## src/hw/rtl/mbsf_pkg.sv

```systemverilog
package mbsf_pkg;

  localparam int BYTE_W     = 8;
  localparam int SEQ_BYTES  = 4;
  localparam int SEQ_W      = SEQ_BYTES * BYTE_W;
  localparam int LEN_W      = 3;
  localparam int PEND_DEPTH = SEQ_BYTES - 1;
  localparam int CFG_IDX_W  = 3;
  localparam int CFG_DATA_W = SEQ_W;
  localparam int Q_DEPTH    = 4;
  localparam int Q_AW       = 2;

  typedef enum logic [1:0] {
    CMD_START = 2'd0,
    CMD_BYTE  = 2'd1,
    CMD_END   = 2'd2,
    CMD_NONE  = 2'd3
  } cmd_t;

  typedef enum logic [CFG_IDX_W-1:0] {
    REG_START_DELIM = 3'd0,
    REG_START_LEN   = 3'd1,
    REG_END_DELIM   = 3'd2,
    REG_END_LEN     = 3'd3,
    REG_STUFF_SEQ   = 3'd4,
    REG_STUFF_LEN   = 3'd5,
    REG_ESCAPE_SEQ  = 3'd6,
    REG_ESCAPE_LEN  = 3'd7
  } reg_idx_t;

  typedef enum logic [1:0] {
    JOB_START  = 2'd0,
    JOB_DECIDE = 2'd1,
    JOB_END    = 2'd2
  } job_kind_t;

  typedef enum logic [2:0] {
    PH_MATCH0 = 3'd0,
    PH_MATCH1 = 3'd1,
    PH_MATCH2 = 3'd2,
    PH_BYTE   = 3'd3,
    PH_DELIM  = 3'd4
  } phase_t;

  typedef struct packed {
    logic [SEQ_W-1:0] start_delim;
    logic [LEN_W-1:0] start_len;
    logic [SEQ_W-1:0] end_delim;
    logic [LEN_W-1:0] end_len;
    logic [SEQ_W-1:0] stuff_seq;
    logic [LEN_W-1:0] stuff_len;
    logic [SEQ_W-1:0] escape_seq;
    logic [LEN_W-1:0] escape_len;
  } cfg_t;

  // count: window bytes still to decide (0 for a start job, 4 for a payload decision)
  typedef struct packed {
    job_kind_t                       kind;
    logic [LEN_W-1:0]                count;
    logic [SEQ_BYTES-1:0][BYTE_W-1:0] win;
  } job_t;

  localparam logic [SEQ_W-1:0] START_DELIM_RST = 32'h0000_007E;
  localparam logic [SEQ_W-1:0] END_DELIM_RST   = 32'h0000_007E;
  localparam logic [SEQ_W-1:0] STUFF_SEQ_RST   = 32'h0000_007D;
  localparam logic [SEQ_W-1:0] ESCAPE_SEQ_RST  = 32'h0063_7365;
  localparam logic [LEN_W-1:0] START_LEN_RST   = 3'd1;
  localparam logic [LEN_W-1:0] END_LEN_RST     = 3'd1;
  localparam logic [LEN_W-1:0] STUFF_LEN_RST   = 3'd1;
  localparam logic [LEN_W-1:0] ESCAPE_LEN_RST  = 3'd3;

  // Clamped length minus one: zero counts as one, above four counts as four.
  function automatic logic [1:0] len_m1(logic [LEN_W-1:0] v);
    logic [1:0] r;
    if (v == 3'd0) begin
      r = 2'd0;
    end else if (v > 3'd4) begin
      r = 2'd3;
    end else begin
      r = 2'(v - 3'd1);
    end
    return r;
  endfunction

  function automatic logic [BYTE_W-1:0] seq_byte(logic [SEQ_W-1:0] seq, logic [1:0] i);
    return seq[{i, 3'b000} +: BYTE_W];
  endfunction

endpackage

```

## src/hw/rtl/mbsf_if.sv

```systemverilog
interface mbsf_item_if import mbsf_pkg::*; ();
  logic              valid;
  logic              ready;
  logic [1:0]        cmd;
  logic [BYTE_W-1:0] payload_byte;

  modport source (output valid, output cmd, output payload_byte, input ready);
  modport sink   (input valid, input cmd, input payload_byte, output ready);
endinterface

interface mbsf_stream_if import mbsf_pkg::*; ();
  logic              valid;
  logic              ready;
  logic [BYTE_W-1:0] out_byte;
  logic              run_last;

  modport source (output valid, output out_byte, output run_last, input ready);
  modport sink   (input valid, input out_byte, input run_last, output ready);
endinterface

```

## src/hw/rtl/multi_byte_stuffing_framer_unit.sv

```systemverilog
// Byte-stuffing framer with configurable multi-byte delimiters.
// item channel: cmd (start, payload byte, end) and payload_byte, valid/ready.
// stream channel: one framed byte per transfer in out_byte; run_last marks the
// last byte caused by an item. Start and end items always produce bytes; a
// payload item produces bytes only once three earlier bytes are pending.
// Configuration: cfg_we, cfg_index and cfg_data write one register per cycle.
// With the queue empty, the first byte of an item passes through the job
// queue and the registered output stage. Throughput: one output byte per
// cycle while stream.ready is high; an item produces 1 to 43 bytes, or none
// for a payload item without output. A four-entry job queue sits between
// the classifying front end and the byte generator; item.ready drops only
// while that queue is full. A stalled stream holds its byte; the front keeps
// taking items until the queue fills. Reset empties the queue and pending
// window, drops stream.valid and loads the default delimiters (0x7E), stuff
// byte (0x7D) and "esc".
module multi_byte_stuffing_framer_unit import mbsf_pkg::*; (
  input  logic                  clk,
  input  logic                  rst,
  mbsf_item_if.sink             item,
  mbsf_stream_if.source         stream,
  input  logic                  cfg_we,
  input  logic [CFG_IDX_W-1:0]  cfg_index,
  input  logic [CFG_DATA_W-1:0] cfg_data
);

  cfg_t cfg;
  job_t job_in;
  job_t job_head;
  logic push;
  logic pop;
  logic full;
  logic empty;

  always_ff @(posedge clk) begin
    if (rst) begin
      cfg.start_delim <= START_DELIM_RST;
      cfg.start_len   <= START_LEN_RST;
      cfg.end_delim   <= END_DELIM_RST;
      cfg.end_len     <= END_LEN_RST;
      cfg.stuff_seq   <= STUFF_SEQ_RST;
      cfg.stuff_len   <= STUFF_LEN_RST;
      cfg.escape_seq  <= ESCAPE_SEQ_RST;
      cfg.escape_len  <= ESCAPE_LEN_RST;
    end else if (cfg_we) begin
      case (reg_idx_t'(cfg_index))
        REG_START_DELIM: cfg.start_delim <= cfg_data;
        REG_START_LEN:   cfg.start_len   <= cfg_data[LEN_W-1:0];
        REG_END_DELIM:   cfg.end_delim   <= cfg_data;
        REG_END_LEN:     cfg.end_len     <= cfg_data[LEN_W-1:0];
        REG_STUFF_SEQ:   cfg.stuff_seq   <= cfg_data;
        REG_STUFF_LEN:   cfg.stuff_len   <= cfg_data[LEN_W-1:0];
        REG_ESCAPE_SEQ:  cfg.escape_seq  <= cfg_data;
        REG_ESCAPE_LEN:  cfg.escape_len  <= cfg_data[LEN_W-1:0];
        default:         cfg.escape_len  <= cfg.escape_len;
      endcase
    end
  end

  mbsf_front u_front (
    .clk  (clk),
    .rst  (rst),
    .item (item),
    .full (full),
    .push (push),
    .job  (job_in)
  );

  mbsf_queue u_queue (
    .clk     (clk),
    .rst     (rst),
    .push    (push),
    .job_in  (job_in),
    .full    (full),
    .pop     (pop),
    .job_out (job_head),
    .empty   (empty)
  );

  mbsf_back u_back (
    .clk    (clk),
    .rst    (rst),
    .cfg    (cfg),
    .head   (job_head),
    .empty  (empty),
    .pop    (pop),
    .stream (stream)
  );

endmodule

```

## src/hw/rtl/mbsf_front.sv

```systemverilog
module mbsf_front import mbsf_pkg::*; (
  input  logic       clk,
  input  logic       rst,
  mbsf_item_if.sink  item,
  input  logic       full,
  output logic       push,
  output job_t       job
);

  logic [PEND_DEPTH-1:0][BYTE_W-1:0] pend;
  logic [1:0]                        pend_cnt;
  logic                              accept;
  cmd_t                              cmd;

  assign item.ready = !full;
  assign accept     = item.valid && item.ready;
  assign cmd        = cmd_t'(item.cmd);

  always_comb begin
    push      = 1'b0;
    job.kind  = JOB_START;
    job.count = 3'd0;
    job.win   = {8'h00, pend[2], pend[1], pend[0]};
    case (cmd)
      CMD_START: begin
        push = accept;
      end
      CMD_BYTE: begin
        // window full: decide the oldest byte
        if (pend_cnt == 2'd3) begin
          push      = accept;
          job.kind  = JOB_DECIDE;
          job.count = 3'd4;
          job.win   = {item.payload_byte, pend[2], pend[1], pend[0]};
        end
      end
      CMD_END: begin
        push      = accept;
        job.kind  = JOB_END;
        job.count = {1'b0, pend_cnt};
      end
      default: begin
        push = 1'b0;
      end
    endcase
  end

  always_ff @(posedge clk) begin
    if (rst) begin
      pend     <= '0;
      pend_cnt <= 2'd0;
    end else if (accept) begin
      case (cmd)
        CMD_START, CMD_END: begin
          pend_cnt <= 2'd0;
        end
        CMD_BYTE: begin
          if (pend_cnt == 2'd3) begin
            pend <= {item.payload_byte, pend[2], pend[1]};
          end else begin
            pend[pend_cnt] <= item.payload_byte;
            pend_cnt       <= pend_cnt + 2'd1;
          end
        end
        default: begin
          pend_cnt <= pend_cnt;
        end
      endcase
    end
  end

endmodule

```

## src/hw/rtl/mbsf_queue.sv

```systemverilog
module mbsf_queue import mbsf_pkg::*; (
  input  logic clk,
  input  logic rst,
  input  logic push,
  input  job_t job_in,
  output logic full,
  input  logic pop,
  output job_t job_out,
  output logic empty
);

  job_t            entries [Q_DEPTH];
  logic [Q_AW-1:0] wr_ptr;
  logic [Q_AW-1:0] rd_ptr;
  logic [Q_AW:0]   count;
  logic            do_push;
  logic            do_pop;

  assign full    = (count == (Q_AW + 1)'(Q_DEPTH));
  assign empty   = (count == '0);
  assign do_push = push && !full;
  assign do_pop  = pop && !empty;
  assign job_out = entries[rd_ptr];

  always_ff @(posedge clk) begin
    if (do_push) begin
      entries[wr_ptr] <= job_in;
    end
  end

  always_ff @(posedge clk) begin
    if (rst) begin
      wr_ptr <= '0;
      rd_ptr <= '0;
      count  <= '0;
    end else begin
      if (do_push) begin
        wr_ptr <= wr_ptr + 1'b1;
      end
      if (do_pop) begin
        rd_ptr <= rd_ptr + 1'b1;
      end
      case ({do_push, do_pop})
        2'b10:   count <= count + 1'b1;
        2'b01:   count <= count - 1'b1;
        default: count <= count;
      endcase
    end
  end

endmodule

```

## src/hw/rtl/mbsf_back.sv

```systemverilog
module mbsf_back import mbsf_pkg::*; (
  input  logic          clk,
  input  logic          rst,
  input  cfg_t          cfg,
  input  job_t          head,
  input  logic          empty,
  output logic          pop,
  mbsf_stream_if.source stream
);

  logic [1:0]        pos;
  logic [1:0]        pos_next;
  logic [1:0]        idx;
  logic [1:0]        idx_next;
  phase_t            ph;
  phase_t            ph_next;
  phase_t            eff;
  logic              out_valid;
  logic [BYTE_W-1:0] out_byte;
  logic              run_last;
  logic              advance;
  logic              last;
  logic [BYTE_W-1:0] byte_sel;
  logic [SEQ_BYTES-1:0][BYTE_W-1:0] sw;
  logic [LEN_W-1:0]  avail;
  logic [2:0]        hit;
  logic [1:0]        sl_m1;
  logic [1:0]        dl_m1;
  logic [SEQ_W-1:0]  dseq;

  function automatic logic pat_match(logic [SEQ_BYTES-1:0][BYTE_W-1:0] w,
                                     logic [LEN_W-1:0] n, logic [SEQ_W-1:0] seq,
                                     logic [1:0] lm1);
    logic ok;
    ok = ({1'b0, lm1} < n);
    for (int i = 0; i < SEQ_BYTES; i++) begin
      if (2'(i) <= lm1 && w[i] != seq_byte(seq, 2'(i))) begin
        ok = 1'b0;
      end
    end
    return ok;
  endfunction

  // window seen from the byte under decision
  always_comb begin
    for (int i = 0; i < SEQ_BYTES; i++) begin
      if (({1'b0, pos} + 3'(i)) > 3'd3) begin
        sw[i] = '0;
      end else begin
        sw[i] = head.win[2'(pos + 2'(i))];
      end
    end
  end

  assign avail  = head.count - {1'b0, pos};
  assign hit[0] = pat_match(sw, avail, cfg.start_delim, len_m1(cfg.start_len));
  assign hit[1] = pat_match(sw, avail, cfg.end_delim, len_m1(cfg.end_len));
  assign hit[2] = pat_match(sw, avail, cfg.escape_seq, len_m1(cfg.escape_len));
  assign sl_m1  = len_m1(cfg.stuff_len);
  assign dseq   = (head.kind == JOB_START) ? cfg.start_delim : cfg.end_delim;
  assign dl_m1  = (head.kind == JOB_START) ? len_m1(cfg.start_len) : len_m1(cfg.end_len);

  assign advance = !empty && (!out_valid || stream.ready);
  assign pop     = advance && last;

  always_comb begin
    // skip patterns that do not begin here
    eff = ph;
    if (head.count == 3'd0) begin
      eff = PH_DELIM;
    end else begin
      if (eff == PH_MATCH0 && !hit[0]) eff = PH_MATCH1;
      if (eff == PH_MATCH1 && !hit[1]) eff = PH_MATCH2;
      if (eff == PH_MATCH2 && !hit[2]) eff = PH_BYTE;
    end

    last     = 1'b0;
    byte_sel = '0;
    pos_next = pos;
    idx_next = idx;
    ph_next  = eff;
    case (eff)
      PH_MATCH0, PH_MATCH1, PH_MATCH2: begin
        byte_sel = seq_byte(cfg.stuff_seq, idx);
        if (idx == sl_m1) begin
          idx_next = 2'd0;
          case (eff)
            PH_MATCH0: ph_next = PH_MATCH1;
            PH_MATCH1: ph_next = PH_MATCH2;
            default:   ph_next = PH_BYTE;
          endcase
        end else begin
          idx_next = idx + 2'd1;
        end
      end
      PH_BYTE: begin
        byte_sel = sw[0];
        if (head.kind == JOB_DECIDE) begin
          last = 1'b1;
        end else if (({1'b0, pos} + 3'd1) == head.count) begin
          ph_next  = PH_DELIM;
          idx_next = 2'd0;
        end else begin
          pos_next = pos + 2'd1;
          ph_next  = PH_MATCH0;
        end
      end
      PH_DELIM: begin
        byte_sel = seq_byte(dseq, idx);
        if (idx == dl_m1) begin
          last = 1'b1;
        end else begin
          idx_next = idx + 2'd1;
        end
      end
      default: begin
        ph_next = PH_MATCH0;
      end
    endcase

    if (last) begin
      pos_next = 2'd0;
      idx_next = 2'd0;
      ph_next  = PH_MATCH0;
    end
  end

  always_ff @(posedge clk) begin
    if (rst) begin
      pos       <= 2'd0;
      idx       <= 2'd0;
      ph        <= PH_MATCH0;
      out_valid <= 1'b0;
    end else if (advance) begin
      pos       <= pos_next;
      idx       <= idx_next;
      ph        <= ph_next;
      out_valid <= 1'b1;
    end else if (stream.ready) begin
      out_valid <= 1'b0;
    end
  end

  always_ff @(posedge clk) begin
    if (advance) begin
      out_byte <= byte_sel;
      run_last <= last;
    end
  end

  assign stream.valid    = out_valid;
  assign stream.out_byte = out_byte;
  assign stream.run_last = run_last;

endmodule

```

## src/flat_wrapper.sv

```systemverilog
// flat-port wrapper written by rule: the top's interface ports become plain ports
module multi_byte_stuffing_framer_unit_flat import mbsf_pkg::*;
  (clk, rst, cfg_we, cfg_index, cfg_data, item_valid, item_cmd, item_payload_byte, item_ready, stream_valid, stream_out_byte, stream_run_last, stream_ready);
  mbsf_item_if item_i ();
  mbsf_stream_if stream_i ();
  input  logic clk;
  input  logic rst;
  input  logic cfg_we;
  input  logic [CFG_IDX_W-1:0] cfg_index;
  input  logic [CFG_DATA_W-1:0] cfg_data;
  input wire logic [$bits(item_i.valid)-1:0] item_valid;
  input wire logic [$bits(item_i.cmd)-1:0] item_cmd;
  input wire logic [$bits(item_i.payload_byte)-1:0] item_payload_byte;
  output wire logic [$bits(item_i.ready)-1:0] item_ready;
  output wire logic [$bits(stream_i.valid)-1:0] stream_valid;
  output wire logic [$bits(stream_i.out_byte)-1:0] stream_out_byte;
  output wire logic [$bits(stream_i.run_last)-1:0] stream_run_last;
  input wire logic [$bits(stream_i.ready)-1:0] stream_ready;
  assign item_i.valid = item_valid;
  assign item_i.cmd = item_cmd;
  assign item_i.payload_byte = item_payload_byte;
  assign item_ready = item_i.ready;
  assign stream_valid = stream_i.valid;
  assign stream_out_byte = stream_i.out_byte;
  assign stream_run_last = stream_i.run_last;
  assign stream_i.ready = stream_ready;
  multi_byte_stuffing_framer_unit u_core (.clk(clk), .rst(rst), .item(item_i), .stream(stream_i), .cfg_we(cfg_we), .cfg_index(cfg_index), .cfg_data(cfg_data));
endmodule
```

## config.mk

```make
export PLATFORM = sky130hd
export DESIGN_NAME = multi_byte_stuffing_framer_unit_flat
export DESIGN_NICKNAME = d
export VERILOG_FILES = /design/src/hw/rtl/mbsf_pkg.sv /design/src/hw/rtl/mbsf_if.sv /design/src/hw/rtl/multi_byte_stuffing_framer_unit.sv /design/src/hw/rtl/mbsf_front.sv /design/src/hw/rtl/mbsf_queue.sv /design/src/hw/rtl/mbsf_back.sv /design/src/flat_wrapper.sv
export SDC_FILE = /design/constraint.sdc
export NUM_CORES = 1
export LEC_CHECK = 0
export BUFFER_PORTS_ARGS = -buffer_cell sky130_fd_sc_hd__buf_2
export CAP_MARGIN = 10
export CORE_MARGIN = 2
export CORE_UTILIZATION = 35
export DETAILED_ROUTE_END_ITERATION = 6
export GPL_TIMING_DRIVEN = 0
export MAX_ROUTING_LAYER = met4
export PLACE_DENSITY = 0.6
export RECOVER_POWER = 50
export SYNTH_ARGS = -nofsm -noshare
export SYNTH_HDL_FRONTEND = slang
export SYNTH_HIERARCHICAL = 1
export SYNTH_SLANG_ARGS = --single-unit
```

## constraint.sdc

```tcl
create_clock -name clk -period 14.65 [get_ports clk]
set_input_delay 0 -clock clk [delete_from_list [all_inputs] [get_ports clk]]
set_output_delay 0 -clock clk [all_outputs]
set_load 0.01 [all_outputs]
```

==> summary.txt <==
Status
  • Status: finished clean

Setup path
  • Worst EP arrival: around 6.2 ns
  • Crit. End Element: flop
  • Required time of the critical path: between 15 and 20 ns
  • Crit Path Category: flop to flop
  • Crit Path Max Fanout: 10
  • Most Frequent Cell on Critical Path: inv_1
  • CP delay by family, top: simple AND/OR/NAND/NOR gates
  • Largest stage delay on the critical path: 0.64 ns
  • Slowest stage cell on the critical path: o22ai_1
  • Number of buffer and inverter stages on the critical path: 6
  • Crit-path cells: buf_6 -> buf_6 -> inv_1 -> ha_1 -> or2_2 -> buf_2 -> o22ai_1 -> xor2_1 -> nor4_1 -> a21oi_1 -> nor4_1 -> a2111o_1 -> a31oi_1 -> o31ai_1 -> inv_1 -> ha_1 -> inv_1 -> fa_1 -> xor2_1 -> or3_1 -> a21oi_1
  • Startpoint types: flop

Clock tree
  • Later-pin clock latency in the skew report: 0.58 ns
  • Htree depth: 2
  • Clock Tree Buf Depth: 3
  • Hold-fix buffers, CTS: 50
  • CTS clk-pin slew, worst paths: around 0.060 ns
  • Post-CTS setup buffers: 0
  • CTS tree: done
  • CTS Sinks: 340
  • TritonCTS Buffers: 39
  • Root buffer cell: clkbuf_16
  • Post-CTS Resized: 0

Route
  • Remaining antenna violation count after routing: 0
  • Final WL: 51470 µm
  • Total number of vias: 12.37k
  • Average vias per placed instance: 5.374
  • WL/cell: 22.37 µm
  • Number of DRC markers in iteration 0: approximately 820
  • DR DRC count: 0
  • First-pass iteration count of the detailed router: 5

Floorplanning
  • Rows: 80
  • Overall die height: 224.9 µm
  • Starting Density: 35.61%
  • Die ar.: 0.05056 mm²
  • Core box area: 0.04795 mm²
  • Die X: 224.9 µm
  • I/O pin total: 61

Synth
  • Post-Syn Nets: 1577
  • Top_reg_cell synth: dfxtp_1
  • Synth warn: 6
  • Synth top area cells: edfxtp_1 28%, dfxtp_1 21%, mux2i_1 10%
  • Post-synth EDFFs: approximately 160
  • Dominant cell type by area after synthesis: edfxtp_1
  • Post-Synthesis Cells: roughly 1.5k
  • #FFs+latches synth: 340
  • Mapped Avg Cell Area: 11.37 µm²
  • Synth top area share: 27.62%
  • Async SR Flop Fraction: 0%
  • Seq/Total Area, Yosys: between 40% and 50%
  • Number of library cell types mapped by synthesis: 78
  • Cell Area, Synth: 0.01707 mm²

Timing
  • Clk_skew: 0.01832 ns
  • Final hold violations: 0
  • Tightest Pin Transition: 1.082 ns
  • Maximum operating frequency: about 0.17 GHz
  • Minimum clock period: 5.733 ns
  • Rel. slew slack: 27.90%
  • RSZ-0062 raised after global routing: false
  • Final setup fails: 0
  • Hold Slack: 0.2537 ns
  • Post-route setup TNS: 0 ns
  • Max-slew violation count: 0
  • Tcrit/Tclk final: 39.14%

Global routing
  • Initial antenna violation count: 0
  • First-pass GRT wire length: 77650 µm
  • Largest net degree at the start of global routing: 32
  • GRT Util Overall: a little over a fifth
  • GRT Residual Overflow: 0
  • Vias in the first global route: 12.36k

Cells and area
  • Layout Utilization: 41.81%
  • Fin nets: about 1.7k
  • Fill cell count: 4502
  • Antenna cell count: 0
  • Ratio of cells with drive above 1 in the final layout: 13.29%
  • Synth-to-Final Area Change: 17.43%

Placed design
  • Gpl congestion: 0.9426
  • Port buffer count: 60
  • Post-DP HPWL: 38010 µm

Pwr
  • Design Power: 2.609 mW
  • Pwr dens: 130.1 mW/mm²
  • IR Drop Worst-Case VDD: about 64 µV
  • Cell leakage power: 7.637 nW

Worst hold path
  • Hold Path Class: primary input to flop

Job
  • Max-Cap Viols: 0
## path summary, 6_finish.rpt
kind / start / to / slack, ns / cells past startpoint
max: u_core/u_back/pos[0]$_SDFFE_PP0P_ / u_core/u_queue/count[2]$_SDFFE_PP0P_ / 8.92 / 21
min: cfg_data[14] / u_core/cfg[17]$_SDFFE_PP1P_ / 0.25 / 4
min reg2reg: u_core/cfg[106]$_SDFFE_PP0P_ / u_core/cfg[106]$_SDFFE_PP0P_ / 0.47 / 2
max reg2reg: u_core/u_back/pos[0]$_SDFFE_PP0P_ / u_core/u_queue/count[2]$_SDFFE_PP0P_ / 8.92 / 21
## cell usage in the layout, fill, tap and decap left out, types with 64 or more instances in the layout
cell type,netlist,routed
nand2b_1,144,144
clkbuf_1,47,73
nor2_1,79,79
dfxtp_1,183,183
a21oi_1,72,72
xor2_1,65,65
mux2i_1,177,177
o21ai_0,64,64
edfxtp_1,157,157
buf_2,19,64
## cell usage after synthesis, types with 4 or more instances
cell type and n:
o21ai_1 5, nand2b_1 144, or3_1 5, nor2b_1 5, clkbuf_1 47, nand3b_1 11, mux4_1 6, buf_4 10
o31ai_1 4, nor2_1 79, buf_6 12, a211oi_2 10, a21oi_1 72, a31oi_1 4, o22ai_1 23, mux2i_1 177
o21a_1 5, mux2_2 5, mux4_2 31, ha_1 24, nand3_1 21, edfxtp_1 157, and3_1 11, and2_1 5
o21ai_0 64, buf_2 19, a311oi_1 6, clkbuf_2 4, xnor2_1 39, nand4b_1 12, nand2_1 55, nor4_1 14
dfxtp_1 183, nor3_1 11, xor2_1 65, o211ai_1 33, a22oi_1 10, nand4_1 10, inv_1 44
## logic make-up (layout without fill, tap and decap cells)
family                   count (synthesis)  in the layout  share of synthesized area [%]
AO/OA/AOI/OAI                          261            261                          9.997
XOR/XNOR                               104            104                          5.336
adder cells (fa/ha/maj)                 29             29                          2.169
buffers and inverters                  143            328                          4.346
flip-flops                             340            340                          49.08
multiplexers                           220            220                          15.80
AND/OR/NAND/NOR                        404            404                          13.27
## power breakdown
| group | switching (mW) | internal (mW) | leakage [nW] |
|---|---|---|---|
| Sequential | 0.0157 | 1.01 | 3.01 |
| Clock | 0.416 | 0.612 | 0.645 |
| Combinational | 0.355 | 0.198 | 3.98 |
## worst reg2reg max path: stages (launching register included)
cell and delay (ns):
dfxtp_1 0.41, buf_6 0.18, buf_6 0.18, inv_1 0.08, ha_1 0.37, or2_2 0.31, buf_2 0.17, o22ai_1 0.64
xor2_1 0.20, nor4_1 0.58, a21oi_1 0.25, nor4_1 0.60, a2111o_1 0.22, a31oi_1 0.21, o31ai_1 0.18, inv_1 0.09
ha_1 0.21, inv_1 0.08, fa_1 0.18, xor2_1 0.07, or3_1 0.30, a21oi_1 0.15
## stage by stage
stage	setup WS (ns)	instances	cell area, µm²
floorplan	9.910	1501	17070
global placement	9.082	2176	18140
detailed placement	9.048	2180	18230
CTS	9.014	2301	20070
global route	8.597	2301	20050
finish	8.917	2301	20050
## per-layer routing
metal  up-vias  wire (µm)  GRT usage, %
met4         0       1672         7.776
met5         -          0             -
li1       5774          -             -
met1      6117      22620         26.75
met3        96       2522         2.822
met2       379      24650         34.57
## state kept, by name, summed over array words and instances, names as in the netlist, 3 cells and up, named ones only
| name | count |
|---|---|
| u_core/cfg | 140 |
| u_core/u_queue/count | 3 |
| u_core/u_queue/entries | 148 |
| u_core/u_back/ph | 3 |
| u_core/u_front/pend | 24 |
| u_core/u_back/stream.out_byte | 8 |
## layout make-up
type                            instances  area, µm²  share of cell area (%)
Clock inverter                         18      264.0                   1.317
Timing Repair Buffer                  114      865.8                   4.319
Clock buffer                           53       1079                   5.380
Tap cell                              615      769.5                   3.838
Inverter                               45      168.9                  0.8426
Multi-Input combinational cell       1018       7956                   39.69
Buffer                                 98      565.5                   2.821
Sequential cell                       340       8378                   41.79
No activity file was read; power rests on OpenSTA's default activity.
